<file path="src/dqr_pkg.sv">
package dqr_pkg;

    // Width of every operand port and of the quotient and remainder ports.
    localparam int FIELD_WIDTH = 64;

    // Default operand width used inside the datapath.
    localparam int DATA_WIDTH_DEF = 64;

    // Entries in the queue between the front end and the divider pipeline (power of two).
    localparam int QUEUE_DEPTH_DEF = 4;

    // Mode codes carried on the command input.
    typedef enum logic {
        CMD_UNSIGNED_QR = 1'b0,
        CMD_SIGNED_REM  = 1'b1
    } dqr_cmd_t;

    // Per-item classification that travels alongside the operand magnitudes.
    typedef struct packed {
        logic rem_mode;   // signed remainder requested, quotient dropped unless divisor is zero
        logic neg;        // dividend was negative, remainder gets negated at the end
        logic zero;       // divisor was zero
    } dqr_flags_t;

    localparam int FLAGS_BITS = $bits(dqr_flags_t);

endpackage

</file>
<file path="src/dqr_queue.sv">
module dqr_queue #(
    parameter int DATA_BITS = 8,
    parameter int DEPTH     = dqr_pkg::QUEUE_DEPTH_DEF
) (
    input  logic                 aclk,
    input  logic                 aresetn,
    input  logic                 push,
    input  logic [DATA_BITS-1:0] push_data,
    output logic                 full,
    input  logic                 pop,
    output logic                 not_empty,
    output logic [DATA_BITS-1:0] head_data
);

    localparam int PW = (DEPTH > 1) ? $clog2(DEPTH) : 1;
    localparam int CW = $clog2(DEPTH + 1);

    logic [DATA_BITS-1:0] entry_reg [DEPTH];
    logic [PW-1:0]        wr_ptr_reg;
    logic [PW-1:0]        wr_ptr_next;
    logic [PW-1:0]        rd_ptr_reg;
    logic [PW-1:0]        rd_ptr_next;
    logic [CW-1:0]        count_reg;
    logic [CW-1:0]        count_next;

    assign full      = (count_reg == CW'(DEPTH));
    assign not_empty = (count_reg != '0);
    assign head_data = entry_reg[rd_ptr_reg];

    // Pointer and occupancy update.
    always_comb begin
        wr_ptr_next = push ? wr_ptr_reg + PW'(1) : wr_ptr_reg;
        rd_ptr_next = pop ? rd_ptr_reg + PW'(1) : rd_ptr_reg;
        count_next  = count_reg;
        if (push && !pop) begin
            count_next = count_reg + CW'(1);
        end else if (pop && !push) begin
            count_next = count_reg - CW'(1);
        end
    end

    always_ff @(posedge aclk) begin
        if (!aresetn) begin
            wr_ptr_reg <= '0;
            rd_ptr_reg <= '0;
            count_reg  <= '0;
        end else begin
            wr_ptr_reg <= wr_ptr_next;
            rd_ptr_reg <= rd_ptr_next;
            count_reg  <= count_next;
        end
    end

    // Entry storage needs no reset.
    always_ff @(posedge aclk) begin
        if (push) begin
            entry_reg[wr_ptr_reg] <= push_data;
        end
    end

endmodule

</file>
<file path="config.mk">
export PLATFORM = sky130hd
export DESIGN_NAME = dqr_queue
export DESIGN_NICKNAME = d
export VERILOG_FILES = /design/src/dqr_pkg.sv /design/src/dqr_queue.sv
export SDC_FILE = /design/constraint.sdc
export NUM_CORES = 1
export LEC_CHECK = 0
export ABC_AREA = 1
export BUFFER_PORTS_ARGS = -buffer_cell sky130_fd_sc_hd__buf_2
export CORE_MARGIN = 4
export CORE_UTILIZATION = 55
export CTS_CLUSTER_DIAMETER = 120
export DETAILED_ROUTE_END_ITERATION = 7
export HOLD_SLACK_MARGIN = 0.05
export PLACE_DENSITY_LB_ADDON = 0.3
export SLEW_MARGIN = 0
export SYNTH_ARGS = -nofsm -noshare
export SYNTH_HDL_FRONTEND = slang
export SYNTH_SLANG_ARGS = --single-unit
</file>
<file path="constraint.sdc">
create_clock -name aclk -period 1.7 [get_ports aclk]
set_clock_uncertainty 0.1 [all_clocks]
set_input_delay 0.255 -clock aclk [delete_from_list [all_inputs] [get_ports aclk]]
set_output_delay 0.255 -clock aclk [all_outputs]
set_load 0.05 [all_outputs]
</file>
==> flow_summary.json <==
{
  "n_fill_cell": 187,
  "overflow": 0,
  "hold_violations": 0,
  "cts_made_buffers": 5,
  "synth_common_cells": "edfxtp_1, nor2_1, o21ai_0, inv_1, nand2_1",
  "relSlewSlack_pct": 75.6,
  "ir_worst_vdd_mv": 0.718,
  "regArea_um2": 1150,
  "drc": 0,
  "synth_flop_cell": "edfxtp_1",
  "syn_area_um2": 1640,
  "rsz0062_at_grt": "yes",
  "initial_utilization_pct": 58.5,
  "largest_reg_flops": 32,
  "crit_required_ns": 1.34,
  "yosys.area.top_type": "edfxtp_1",
  "worstSetupEndpoint": "head_data[4]",
  "rrSetupSlack_ns": 0.32,
  "cts_root_buf": "clkbuf_4",
  "cts_sinks": 41,
  "setup_viol": 0,
  "critical_path_peak_fanout": 9,
  "area.growth.synth_to_final_pct": 24.9,
  "n_antenna_cell": 0,
  "gp_congestion": 0.714,
  "ios": 22,
  "netlist_top_cells_area": "edfxtp_1, dfxtp_1, o21ai_0",
  "io_buffer_count": 21,
  "ys_seq_area_share_pct": 69.5,
  "antenna_found_initial": 0,
  "crit-reg2reg-launch": "count_reg[1]",
  "drv_cap": 0,
  "ys_warn_count": 0,
  "synth_cells": 135,
  "tns_ns": 0,
  "worst_pin_slew_ns": 0.365,
  "detail_route.wl_per_cell_um": 14.0,
  "track_usage_pct": 16.1,
  "drive_gt1_share_pct": 29.1,
  "ys_ff_latch": 41,
  "p_leak_uw": 0.000820,
  "floorplan.core_area_um2": 2810,
  "grt_max_degree": 17,
  "die_h_um": 62.6,
  "drtPass1Iterations": 5,
  "reg2reg_depth": 3,
  "worstPathArrival_ns": 1.32,
  "dp_cells": 187,
  "endpoint_kind": "output pin",
  "hp-class": "primary input to flop",
  "drv_slew": 0,
  "dr_total_vias": 1111,
  "period_share_pct": 98.6,
  "vias_per_cell": 5.47,
  "place_hpwl_mm": 1.95,
  "status": "completed",
  "post-route-min-period_ns": 1.68,
  "synth_edf_count": 32,
  "critical_path_class": "flop to output pin",
  "p_per_area_nw_per_um2": 990,
  "path_clk_slew_ns": 0.11,
  "postRouteAntennaNets": 0,
  "stdcell_count": 203,
  "num_rows": 19,
  "htreeDepth": 2,
  "async_flop_share_pct": 0,
  "final_nets": 189,
  "synth_top_area_share_pct": 58.5,
  "syn_area_per_cell_um2": 12.2,
  "grt_pass1_wl_mm": 4.85,
  "die_area_um2": 3920,
  "reg2reg_to": "count_reg[1]",
  "clock_latency_ns": 0.33,
  "cts_tree": "yes",
  "design_area_um2": 2050,
  "multi_input_area_um2": 480,
  "cts_max_path_buffers": 2,
  "dieWidth_um": 62.6,
  "fmax_mhz": 597,
  "routed_wl_mm": 2.85,
  "synth_cell_types": 18,
  "drt-initial-drc-count": 44,
  "start_kind": "flop",
  "synth_most_common_cell": "edfxtp_1",
  "power.total_uw": 2030,
  "synth_fp_nets": 153,
  "place_area_um2": 1830,
  "grt_pass1_vias": 1069
}
## kinds of logic (layout without fill, tap and decap cells)
group           count (synthesis)  after routing  synth area share [%]
fa+ha+maj                       6              6                  5.03
compound gates                 34             34                  11.4
buf+inv                        19             56                  5.26
flops                          41             41                  69.5
simple gates                   35             35                  8.77
## cell type report
| type | instances | area share [%] |
|---|---|---|
| well taps | 31 | 1.89 |
| multi-input cells | 75 | 23.4 |
| flip-flops and latches | 41 | 55.9 |
| clock inverters | 1 | 0.366 |
| inverters | 17 | 3.48 |
| repair buffers | 31 | 12.8 |
| clock buffers | 7 | 2.20 |
## metal layers
layer  part of all wire (%)  wire (um)  up-vias  track usage, %
met1                     40       1140      540            18.0
met2                     54       1540       26            28.2
met5                      0          0        -               0
met3                    4.8        138        4            4.68
met4                   0.91         26        0            7.44
li1                       -          -      541               -
## repair_timing
action / CTS / global route
setup buffers: 0 / 0
pin swaps: 0 / 3
resized for setup: 24 / 11
endpoints found under the hold margin: 32 / 0
hold buffers: 8 / 0
endpoints found under the setup margin: 8 / 8
gates cloned: 0 / 0
## worst max-delay path: stages (launching register included)
cell and delay (ns):
dfxtp_4 0.39, buf_8 0.14, o21ai_0 0.20, o22ai_2 0.10, buf_6 0.16
## metrics by stage
stage               setup WS, ns  hold slack (ns)  utilization (%)
finish                    0.0246           0.0778             73.1
global route             -0.0589           0.0602             73.1
CTS                    -0.000647           0.0698             71.9
detailed placement         0.129            0.366             65.3
global placement           0.180            0.340             65.3
floorplan                  0.218            0.254                -
## worst min path at each step
stage	from	end	slack, ns	depth (start not counted)
final	aresetn	count_reg[2]	0.08	3
after detailed placement	rd_ptr_reg[1]	rd_ptr_reg[1]	0.37	1
after global placement	rd_ptr_reg[1]	rd_ptr_reg[1]	0.34	1
after floorplan	push_data[0]	entry_reg[0][0]	0.25	0
after CTS	aresetn	count_reg[2]	0.07	3
after global routing	aresetn	count_reg[2]	0.06	3
## layout by cell type, fill, tap and decap left out, drive strengths merged
cell type,netlist,final
inv,17,17
a21oi,4,4
edfxtp,32,32
clkinvlp,0,1
nand2,10,10
buf,2,23
ha,5,5
fa,1,1
nor3,1,1
nand4,1,1
o22ai,8,8
clkbuf,0,7
nor2,22,22
dlygate4sd3,0,8
dfxtp,9,9
o21ai,22,22
nand3,1,1
## power breakdown
| part | internal [uW] | leakage [uW] | switching, uW |
|---|---|---|---|
| Sequential | 1130 | 0.000370 | 32.4 |
| Combinational | 150 | 0.000425 | 273 |
| Clock | 163 | 0.0000255 | 278 |
| Total | 1450 | 0.000820 | 583 |
(Power assumes the default switching activity.)
