`src/dqr_pkg.sv`:
```
package dqr_pkg;

    // Width of every operand port and of the quotient and remainder ports.
    localparam int FIELD_WIDTH = 64;

    // Default operand width used inside the datapath.
    localparam int DATA_WIDTH_DEF = 64;

    // Entries in the queue between the front end and the divider pipeline (power of two).
    localparam int QUEUE_DEPTH_DEF = 4;

    // Mode codes carried on the command input.
    typedef enum logic {
        CMD_UNSIGNED_QR = 1'b0,
        CMD_SIGNED_REM  = 1'b1
    } dqr_cmd_t;

    // Per-item classification that travels alongside the operand magnitudes.
    typedef struct packed {
        logic rem_mode;   // signed remainder requested, quotient dropped unless divisor is zero
        logic neg;        // dividend was negative, remainder gets negated at the end
        logic zero;       // divisor was zero
    } dqr_flags_t;

    localparam int FLAGS_BITS = $bits(dqr_flags_t);

endpackage

```
`src/dqr_front.sv`:
```
module dqr_front #(
    parameter int DATA_WIDTH = dqr_pkg::DATA_WIDTH_DEF
) (
    input  logic                             s_valid,
    output logic                             s_ready,
    input  logic                             s_cmd,
    input  logic [dqr_pkg::FIELD_WIDTH-1:0]  s_dividend,
    input  logic [dqr_pkg::FIELD_WIDTH-1:0]  s_divisor,
    input  logic                             q_full,
    output logic                             q_push,
    output logic [DATA_WIDTH-1:0]            q_mag_dividend,
    output logic [DATA_WIDTH-1:0]            q_mag_divisor,
    output dqr_pkg::dqr_flags_t              q_flags
);

    logic [DATA_WIDTH-1:0] dvd;
    logic [DATA_WIDTH-1:0] dvs;
    logic                  signed_mode;
    logic                  dvs_neg;

    // A beat is taken whenever the queue has room.
    assign s_ready = !q_full;
    assign q_push  = s_valid && !q_full;

    // Only the low DATA_WIDTH bits of each operand take part.
    assign dvd         = s_dividend[DATA_WIDTH-1:0];
    assign dvs         = s_divisor[DATA_WIDTH-1:0];
    assign signed_mode = (dqr_pkg::dqr_cmd_t'(s_cmd) == dqr_pkg::CMD_SIGNED_REM);
    assign dvs_neg     = signed_mode && dvs[DATA_WIDTH-1];

    // Classify the item and reduce signed operands to their magnitudes.
    always_comb begin
        q_flags.rem_mode = signed_mode;
        q_flags.neg      = signed_mode && dvd[DATA_WIDTH-1];
        q_flags.zero     = (dvs == '0);
        q_mag_dividend   = q_flags.neg ? (DATA_WIDTH'(0) - dvd) : dvd;
        q_mag_divisor    = dvs_neg ? (DATA_WIDTH'(0) - dvs) : dvs;
    end

endmodule

```
`config.mk`:
```
export PLATFORM = sky130hd
export DESIGN_NAME = dqr_front
export DESIGN_NICKNAME = d
export VERILOG_FILES = /design/src/dqr_pkg.sv /design/src/dqr_front.sv
export SDC_FILE = /design/constraint.sdc
export NUM_CORES = 1
export LEC_CHECK = 0
export ABC_AREA = 1
export BUFFER_PORTS_ARGS = -buffer_cell sky130_fd_sc_hd__buf_2
export CORE_MARGIN = 3
export CORE_UTILIZATION = 43
export DETAILED_ROUTE_END_ITERATION = 10
export GPL_ROUTABILITY_DRIVEN = 1
export GPL_TIMING_DRIVEN = 1
export PLACE_DENSITY = 0.84
export SLEW_MARGIN = 20
export SYNTH_ARGS = -nofsm -noshare
export SYNTH_HDL_FRONTEND = slang
export SYNTH_SLANG_ARGS = --single-unit
```
`constraint.sdc`:
```
create_clock -name vclk -period 0.9
set_input_delay 0 -clock vclk [all_inputs]
set_output_delay 0 -clock vclk [all_outputs]
set_load 0.01 [all_outputs]
```
==> results of run 1 <==
[cells in the mapped netlist]
library cell and n:
nor4_1 2, or2_1 1, clkbuf_1 2, xor2_1 41, inv_1 103, a21boi_1 1
a21o_1 1, buf_2 8, and2_1 2, nor2_1 204, a31oi_1 1, a21oi_1 8
inv_2 3, nand3_2 3, nor3_1 5, nand3b_1 4, nand2_2 10, nand2_4 3
o21ai_2 10, buf_6 1, ha_1 2, o21ai_1 7, o21bai_1 1, buf_4 6
o21ai_4 4, nand4_1 29, or2_2 1, o21ai_0 23, xnor2_1 26, nand3_1 85
nand2_1 354, nor2_2 10, nor2_4 12, nand3_4 1
[cell families after synthesis]
family / after synthesis
and+or+nand+nor: 726
buffers and inverters: 123
xor gates and xnor gates: 67
AOI/OAI and AO/OA: 56
adders and majority gates: 2
[metal layers]
metal,track usage,GRT overflow
met5,0.192,0
met1,0.733,5
met3,0.600,1
met2,0.991,94
met4,0.931,72
[metrics by stage]
| step | instance area, µm² | TNS, ns | instances | util | hold slack (ns) |
|---|---|---|---|---|---|
| 2_1_floorplan | 4990 | -1.78 | 974 | - | 0.0435 |
| 3_3_place_gp | 8100 | -44.27 | 1582 | 0.781 | 0.237 |
| 3_5_place_dp | 8100 | -47.60 | 1582 | 0.781 | 0.250 |
| 4_1_cts | 9830 | -36.92 | 1622 | 0.948 | 0.206 |
[repair_timing]
| item | CTS |
|---|---|
| resized for setup | 397 |
| cloned | 2 |
| pin swaps | 152 |
| setup endpoints to repair | 124 |
| buffers inserted | 43 |
==> impl_metrics.csv, run 1 <==
group,metric,value,unit
yosys,yosys-top-cells-area,"nand2_1 (29%), nor2_1 (17%), nand3_1 (9.2%), inv_1 (8.4%), xor2_1 (7.8%)",
place,gp_congestion,1.05,
yosys,netlist_instances,974,
place,port_buffers,264,
place,dpl.hpwl,21000,µm
die,die_h,110,µm
die,num_rows,37,
yosys,synthMuxAreaShare,0,
yosys,synth_compound_area_frac,0.0804,
yosys,yosysTopAreaCell,"nand2_1",
die,initial_core_util,0.446,
yosys,yosysSeqAreaShare,0,
global_routing,grt_pass1_wl,72900,µm
yosys,synth_cell_types,34,
global_routing,grt_usage,0.790,
run_status,error,"[ERROR GRT-0116] Global routing finished with congestion. Check the congestion regions in the DRC Viewer.",
run_status,status,"stopped before the end",
yosys,synth_simple_gate_area_frac,0.679,
yosys,synth_top_family_by_area,"simple AND/OR/NAND/NOR gates",
run_status,lastStage,"5_1_grt",
clock_network,holdBufCountCts,0,
yosys,synth_area,0.00462,mm²
yosys,synth_top_area_share,0.288,
global_routing,grt_pass1_vias,12200,
yosys,synth-xor-area-share,0.127,
yosys,yosys_warnings,0,
global_routing,gr-total-overflow,172,
yosys,yosys.area_share.adder,0.00542,
global_routing,grt_start_max_net_pins,19,
die,die_x,110,µm
yosys,synth_nets,1107,
yosys,syn_area_per_cell,4.74,µm²
die,io_pins,264,
place,preCtsSetupSlack,-0.537,ns
==> inputs of run 2 (changes only) <==
Settings changed: CORE_UTILIZATION 43 to 30, PLACE_DENSITY 0.84 to unset, PLACE_DENSITY_LB_ADDON set to 0.15.
Clock period 0.9 ns to 1.2 ns, I/O delays scaled along.
==> impl_metrics.csv, run 2 <==
group,metric,value,unit
clock_network,holdBufCountCts,0,
global_routing,gr-total-overflow,0,
final_layout,syn2layout_area_growth,112,%
yosys,syn_area_per_cell,4.74,µm²
sta,setup_viol,82,
critical_path,cpMostUsedCell,"nand2_1",
yosys,netlist_instances,974,
min_path,holdPathEnd,"q_mag_divisor[0]",
yosys,yosysTopAreaCell,"nand2_1",
global_routing,grt_pass1_wl,36500,µm
global_routing,grt_pass1_vias,7511,
sta,finalCritPeriodShare,1.17,
critical_path,cp.arrival,1.40,ns
detailed_routing,totalWireLength,26300,µm
yosys,synth_common_cells,"nand2_1 (354), nor2_1 (204), inv_1 (103), nand3_1 (85), xor2_1 (41)",
detailed_routing,drt_iter0_drc,435,
yosys,yosys-top-cells-area,"nand2_1 (29%), nor2_1 (17%), nand3_1 (9.2%), inv_1 (8.4%), xor2_1 (7.8%)",
flow_run,max_cap_violations,0,
sta,maxSlewHeadroom,0.775,
pwr,p_clk_frac,0,
sta,tightest_slew,0.334,ns
yosys,yosys_warnings,0,
critical_path,worstPathRequired,1.20,ns
detailed_routing,dr.pass1.iters,5,
critical_path,crit_path_end_kind,"primary output",
final_layout,final_nets,1591,
run_status,violations,"setup timing",
pwr,power.leakage,0.00483,µW
pwr,p_comb_frac,1.000,
place,gp_congestion,0.936,
run_status,status,"complete, but fails checks",
final_layout,layout-drive-gt1-share,0.567,
pwr,p_sw,1970,µW
place,dpl.hpwl,20200,µm
min_path,hp-start,"s_divisor[0]",
critical_path,path_cells,"buf_8 > inv_8 > ha_4 > nand2_4 > nor2_4 > nand2_2 > buf_6 > o21ai_4 > nand3_2 > nand2_1 > nand2_1 > buf_2",
sta,post-route-min-period,1.40,ns
critical_path,slowest_stage,"o21ai_4",
final_layout,layout_commonest_cell,"nand2_1",
yosys,yosysSeqAreaShare,0,
detailed_routing,ant_nets,0,
die,fp.dieArea,0.0169,mm²
yosys,synth_top_area_share,0.288,
place,dp_cells,1604,
sta,drv_slew,0,
critical_path,startpoint_type,"input pin",
final_layout,fin_cells,1641,
die,die_h,130,µm
yosys,yosysMostFrequentCell,"nand2_1",
pwr,power_frac_seq,0,
final_layout,regArea,0,µm²
critical_path,slowest_delay,0.21,ns
sta,whs,0.209,ns
yosys,synth_nets,1107,
detailed_routing,vias_per_cell,4.96,
global_routing,grt_start_max_net_pins,16,
die,initial_core_util,0.312,
pwr,peakVddDrop,0.274,mV
sta,fmax,713,MHz
sta,hold_viol,0,
detailed_routing,wire_per_inst,16.0,µm
detailed_routing,vias,8141,
pwr,p_int,1610,µW
detailed_routing,drc_errors,0,
final_layout,design.seq.count,0,
die,num_rows,44,
min_path,hold_class,"input pin to primary output",
critical_path,crit_path_max_fanout,4,
global_routing,grt_antenna_before_repair,1,
die,io_pins,264,
pwr,power,3580,µW
pwr,switching_share,0.549,
pwr,p_per_area,365,mW/mm²
sta,setup_slack,-0.202,ns
final_layout,layout_common_cells,"nand2_1 (276), buf_2 (214), buf_4 (201), nor2_4 (88), inv_1 (87)",
yosys,synth_cell_types,34,
final_layout,clkbuf_count,0,
critical_path,worst-setup-path-type,"input pin to primary output",
die,fp.coreArea,0.0148,mm²
yosys,synth_area,0.00462,mm²
sta,tns,-6.03,ns
die,die_x,130,µm
sta,rsz0062_at_grt,"true",
place,port_buffers,264,
min_path,min_path_cells,2,
global_routing,grt_usage,0.267,
final_layout,nFillCells,1340,
## run 2: cell counts after synthesis
No cell type changed its count.
## run 2: cells by family (layout without fill, tap and decap cells)
group                      Yosys count  in the layout  share of synthesized area
AOI/OAI and AO/OA                   56             57                     0.0804
adders and majority gates            2              2                    0.00541
buffers and inverters              123            604                      0.109
and+or+nand+nor                    726            726                      0.679
other                                0              1                          0
xor gates and xnor gates            67             67                      0.127
## run 2: area by class of cell
cell class / count / area, µm² / share of cell area
diodes: 1 / 2.50 / 0.000255
inverters: 106 / 445 / 0.0454
multi-input cells: 852 / 5540 / 0.564
well taps: 184 / 230 / 0.0235
repair buffers: 497 / 3590 / 0.366
repair inverters: 1 / 6.26 / 0.000637
## run 2: layer usage
layer	global-route usage	wire, µm	vias up
met2	0.508	13700	357
met3	0.0201	1700	74
met5	0	0	-
li1	-	-	4025
met4	0.0862	1100	0
met1	0.314	9790	3685
## run 2: timing repair
item,4_1_cts,5_1_grt
gates cloned,2,1
setup endpoints to repair,103,109
pin swaps,80,133
setup buffers,13,23
resized for setup,231,323
## run 2: worst max-delay path, delay by kind of cell
kind,cells,cell delay (ns)
compound gates,1,0.21
simple gates,6,0.59
buf+inv,4,0.45
fa+ha+maj,1,0.15
## run 2: per-stage QoR
step                      area (µm²)  setup slack, ns  utilization
after floorplan                 4620           0.0492            -
after global placement          7600           -0.260        0.513
after detailed placement        7600           -0.312        0.513
after CTS                       8570           -0.146        0.579
after global routing            9820           -0.265        0.663
final                           9820           -0.202        0.663
## run 2: worst max-delay path by stage
stage / startpoint / endpoint / slack (ns)
finish: s_divisor[1] / q_mag_divisor[46] / -0.20
global route: s_divisor[4] / q_mag_divisor[46] / -0.27
CTS: s_dividend[2] / q_mag_dividend[55] / -0.15
detailed placement: s_dividend[1] / q_mag_dividend[62] / -0.31
global placement: s_divisor[1] / q_flags[0] / -0.26
floorplan: s_dividend[1] / q_mag_dividend[26] / 0.05
## run 2: power by group through the flow
stage,clock [µW],combinational [µW],sequential (µW)
after floorplan,0,1330,0
after global placement,0,2830,0
after detailed placement,0,2830,0
after CTS,0,3130,0
after global routing,0.000111,3840,0
final,0.000111,3580,0
No activity file was read; power rests on OpenSTA's default activity.
==> inputs of run 3 (changes only) <==
Clock period 1.2 ns to 1.6 ns, I/O delays scaled along.
==> impl_metrics.csv, run 3 (same netlist as run 2, synthesis figures left out) <==
group,metric,value,unit
critical_path,worstPathRequired,1.60,ns
final_layout,layout_commonest_cell,"nand2_1",
sta,setup_viol,0,
sta,rsz0062_at_grt,"true",
critical_path,cp.arrival,1.50,ns
detailed_routing,dr.pass1.iters,5,
detailed_routing,drt_iter0_drc,385,
final_layout,final_nets,1384,
die,io_pins,264,
sta,post-route-min-period,1.50,ns
sta,setup_slack,0.103,ns
place,preCtsSetupSlack,0.0596,ns
global_routing,gr-total-overflow,0,
place,gp_congestion,0.949,
global_routing,grt_pass1_vias,6554,
sta,whs,0.199,ns
pwr,power.leakage,0.00341,µW
sta,maxSlewHeadroom,0.738,
sta,hold_viol,0,
final_layout,layout-drive-gt1-share,0.285,
place,port_buffers,264,
die,fp.coreArea,0.0148,mm²
critical_path,crit_path_max_fanout,6,
final_layout,clkbuf_count,0,
detailed_routing,drc_errors,0,
die,fp.dieArea,0.0169,mm²
die,die_x,130,µm
critical_path,worst-setup-path-type,"input pin to primary output",
global_routing,grtUsageMet1,0.290,
flow_run,max_cap_violations,0,
final_layout,syn2layout_area_growth,38.2,%
detailed_routing,ant_nets,0,
global_routing,grt_pass1_wl,32900,µm
final_layout,final_core_util,0.431,
global_routing,grt_start_max_net_pins,40,
detailed_routing,wire_per_inst,15.4,µm
global_routing,grt_usage,0.241,
die,initial_core_util,0.312,
pwr,peakVddDrop,0.121,mV
global_routing,use_met3,0.0254,
sta,finalCritPeriodShare,0.936,
critical_path,crit_path_end_kind,"primary output",
detailed_routing,totalWireLength,22100,µm
sta,fmax,668,MHz
run_status,status,"complete, no violations",
die,die_h,130,µm
clock_network,holdBufCountCts,0,
min_path,hold_class,"input pin to primary output",
detailed_routing,vias_per_cell,4.92,
place,dpl.hpwl,19500,µm
final_layout,fin_cells,1434,
sta,drv_slew,0,
detailed_routing,vias,7053,
final_layout,design.seq.count,0,
final_layout,layout_common_cells,"nand2_1 (353), buf_2 (264), nor2_1 (202), inv_1 (103), nand3_1 (85)",
pwr,p_per_area,295,mW/mm²
place,dp_cells,1427,
global_routing,top_usage_layer,"met2",
global_routing,grt_antenna_before_repair,1,
global_routing,met2_usage,0.457,
sta,tightest_slew,0.389,ns
die,num_rows,44,
critical_path,startpoint_type,"input pin",
final_layout,regArea,0,µm²
[run 3: cell count changes in the layout (fill, tap and decap cells not counted), sizes merged]
cell | previous run | this run
buf | 495 | 291
bufbuf | 1 | 0
clkbuf | 1 | 0
clkinv | 1 | 0
[run 3: layout make-up]
cell class	instances	area, µm²
antenna	1	2.50
fill	1811	8420
tap	184	230
timing repair buffer	291	1550
inverter	106	398
multi-input combinational	852	4210
[run 3: what timing repair did]
item,4_1_cts,5_1_grt
setup buffers,0,5
resized for setup,0,16
hold endpoints to repair,0,0
endpoints found under the setup margin,0,32
[run 3: final timing paths]
check	end	slack, ns	cells after the start	from
setup / recovery	q_mag_dividend[50]	0.10	11	s_dividend[1]
hold / removal	q_mag_divisor[0]	0.20	2	s_divisor[0]
[run 3: routing by layer]
metal  vias up  part of all wire
met5         -                 0
met1      3126              0.41
li1       3602                 -
met3        32             0.067
met2       293              0.50
met4         0             0.026
[run 3: metrics by stage]
step	setup TNS [ns]	total power, µW	area (µm²)
final	0	1890	6380
after global placement	0	1860	6260
after detailed placement	0	1860	6260
after CTS	0	1870	6260
after global routing	-0.0159	2070	6380
after floorplan	0	997	4620
[run 3: critical path, cell delays in order]
cell and delay [ns]:
buf_2 0.10, inv_1 0.10, ha_2 0.22, nand3_4 0.12, o21ai_1 0.23, nand3_2 0.20
nor2_4 0.22, nand2_1 0.07, nand2_1 0.06, nand2_1 0.05, buf_2 0.13
[run 3: report_power, final]
part	internal [µW]	switching (µW)	total, µW
registers	0	0	0
logic	726	1160	1890
clock network	0.0000835	0	0.0000836
==> inputs of run 4 (changes only) <==
Settings changed: GPL_TIMING_DRIVEN 1 to 0.
==> impl_metrics.csv, run 4 (same netlist as run 2, synthesis figures left out) <==
group,metric,value,unit
final_layout,clkbuf_count,0,
sta,drv_slew,0,
critical_path,crit_path_max_fanout,6,
final_layout,syn2layout_area_growth,38.4,%
pwr,power.leakage,0.00340,µW
final_layout,nFillCells,1764,
die,num_rows,44,
global_routing,gr-total-overflow,0,
global_routing,grt_usage,0.245,
sta,setup_slack,0.0807,ns
detailed_routing,vias,7088,
detailed_routing,drt_iter0_drc,600,
sta,maxSlewHeadroom,0.635,
global_routing,grt_start_max_net_pins,11,
critical_path,startpoint_type,"input pin",
final_layout,fin_cells,1427,
die,initial_core_util,0.312,
global_routing,grt_antenna_before_repair,0,
place,dp_cells,1422,
critical_path,worstPathRequired,1.60,ns
flow_run,max_cap_violations,0,
die,die_h,130,µm
sta,hold_viol,0,
detailed_routing,drc_errors,0,
sta,rsz0062_at_grt,"true",
die,die_x,130,µm
sta,post-route-min-period,1.52,ns
critical_path,crit_path_end_kind,"primary output",
place,gp_congestion,0.981,
global_routing,grt_pass1_wl,33200,µm
sta,fmax,658,MHz
place,port_buffers,264,
detailed_routing,vias_per_cell,4.97,
final_layout,layout_common_cells,"nand2_1 (350), buf_2 (270), nor2_1 (200), inv_1 (103), nand3_1 (84)",
final_layout,layout_commonest_cell,"nand2_1",
final_layout,diodes,0,
detailed_routing,wire_per_inst,15.7,µm
min_path,hold_class,"input pin to primary output",
final_layout,final_nets,1378,
sta,tns,0,ns
place,preCtsSetupSlack,-0.148,ns
final_layout,final_core_util,0.432,
final_layout,regArea,0,µm²
detailed_routing,totalWireLength,22500,µm
pwr,peakVddDrop,0.125,mV
final_layout,layout-drive-gt1-share,0.289,
die,io_pins,264,
sta,setup_viol,0,
place,dpl.hpwl,19600,µm
critical_path,cp.arrival,1.52,ns
detailed_routing,ant_nets,0,
critical_path,worst-setup-path-type,"input pin to primary output",
sta,tightest_slew,0.548,ns
run_status,status,"complete, no violations",
final_layout,design.seq.count,0,
global_routing,grt_pass1_vias,6563,
critical_path,crit_start,"s_dividend[1]",
die,fp.coreArea,0.0148,mm²
die,fp.dieArea,0.0169,mm²
pwr,p_per_area,295,mW/mm²
detailed_routing,dr.pass1.iters,5,
sta,finalCritPeriodShare,0.950,
min_path,hp-start,"q_full",
[run 4: power breakdown]
part / internal, µW / leakage, µW / switching, µW
Combinational: 717 / 0.00340 / 1170
Sequential: 0 / 0 / 0
Clock: 0 / 0 / 0
[run 4: repair_timing]
| item | CTS | global route |
|---|---|---|
| endpoints found under the setup margin | 8 | 60 |
| hold buffers | 0 | 0 |
| cloned | 0 | 1 |
| pin swaps | 1 | 7 |
| buffers inserted | 2 | 2 |
| resized for setup | 4 | 34 |
[run 4: area by class of cell]
class,count,area [µm²],area share
inverter,106,398,0.0622
tap,184,230,0.0360
timing repair buffer,268,1360,0.213
multi-input combinational,852,4290,0.671
buffer,17,109,0.0170
[run 4: worst max-delay path: stages]
cell     delay, ns
buf_2         0.10
inv_1         0.10
ha_2          0.23
nand3_4       0.15
o21ai_4       0.24
nand3_4       0.15
nor2_4        0.16
xor2_1        0.21
buf_2         0.17
[run 4: layer usage]
| layer | GRT usage | vias to the layer above | part of all wire |
|---|---|---|---|
| li1 | - | 3600 | - |
| met4 | 0.0434 | 0 | 0.018 |
| met1 | 0.302 | 3181 | 0.42 |
| met5 | 0 | - | 0 |
| met2 | 0.463 | 285 | 0.50 |
| met3 | 0.0225 | 22 | 0.068 |
[run 4: final timing paths]
path	depth (start not counted)	end	slack (ns)
hold / removal	3	s_ready	0.24
setup / recovery	9	q_mag_dividend[26]	0.08
[run 4: per-stage QoR]
step           area, µm²  total power [µW]  hold WS, ns
6_report            6390              1890        0.238
2_1_floorplan       4620               997       0.0435
3_5_place_dp        6170              1840        0.241
3_3_place_gp        6170              1840        0.236
5_1_grt             6390              2080        0.251
4_1_cts             6220              1860        0.241
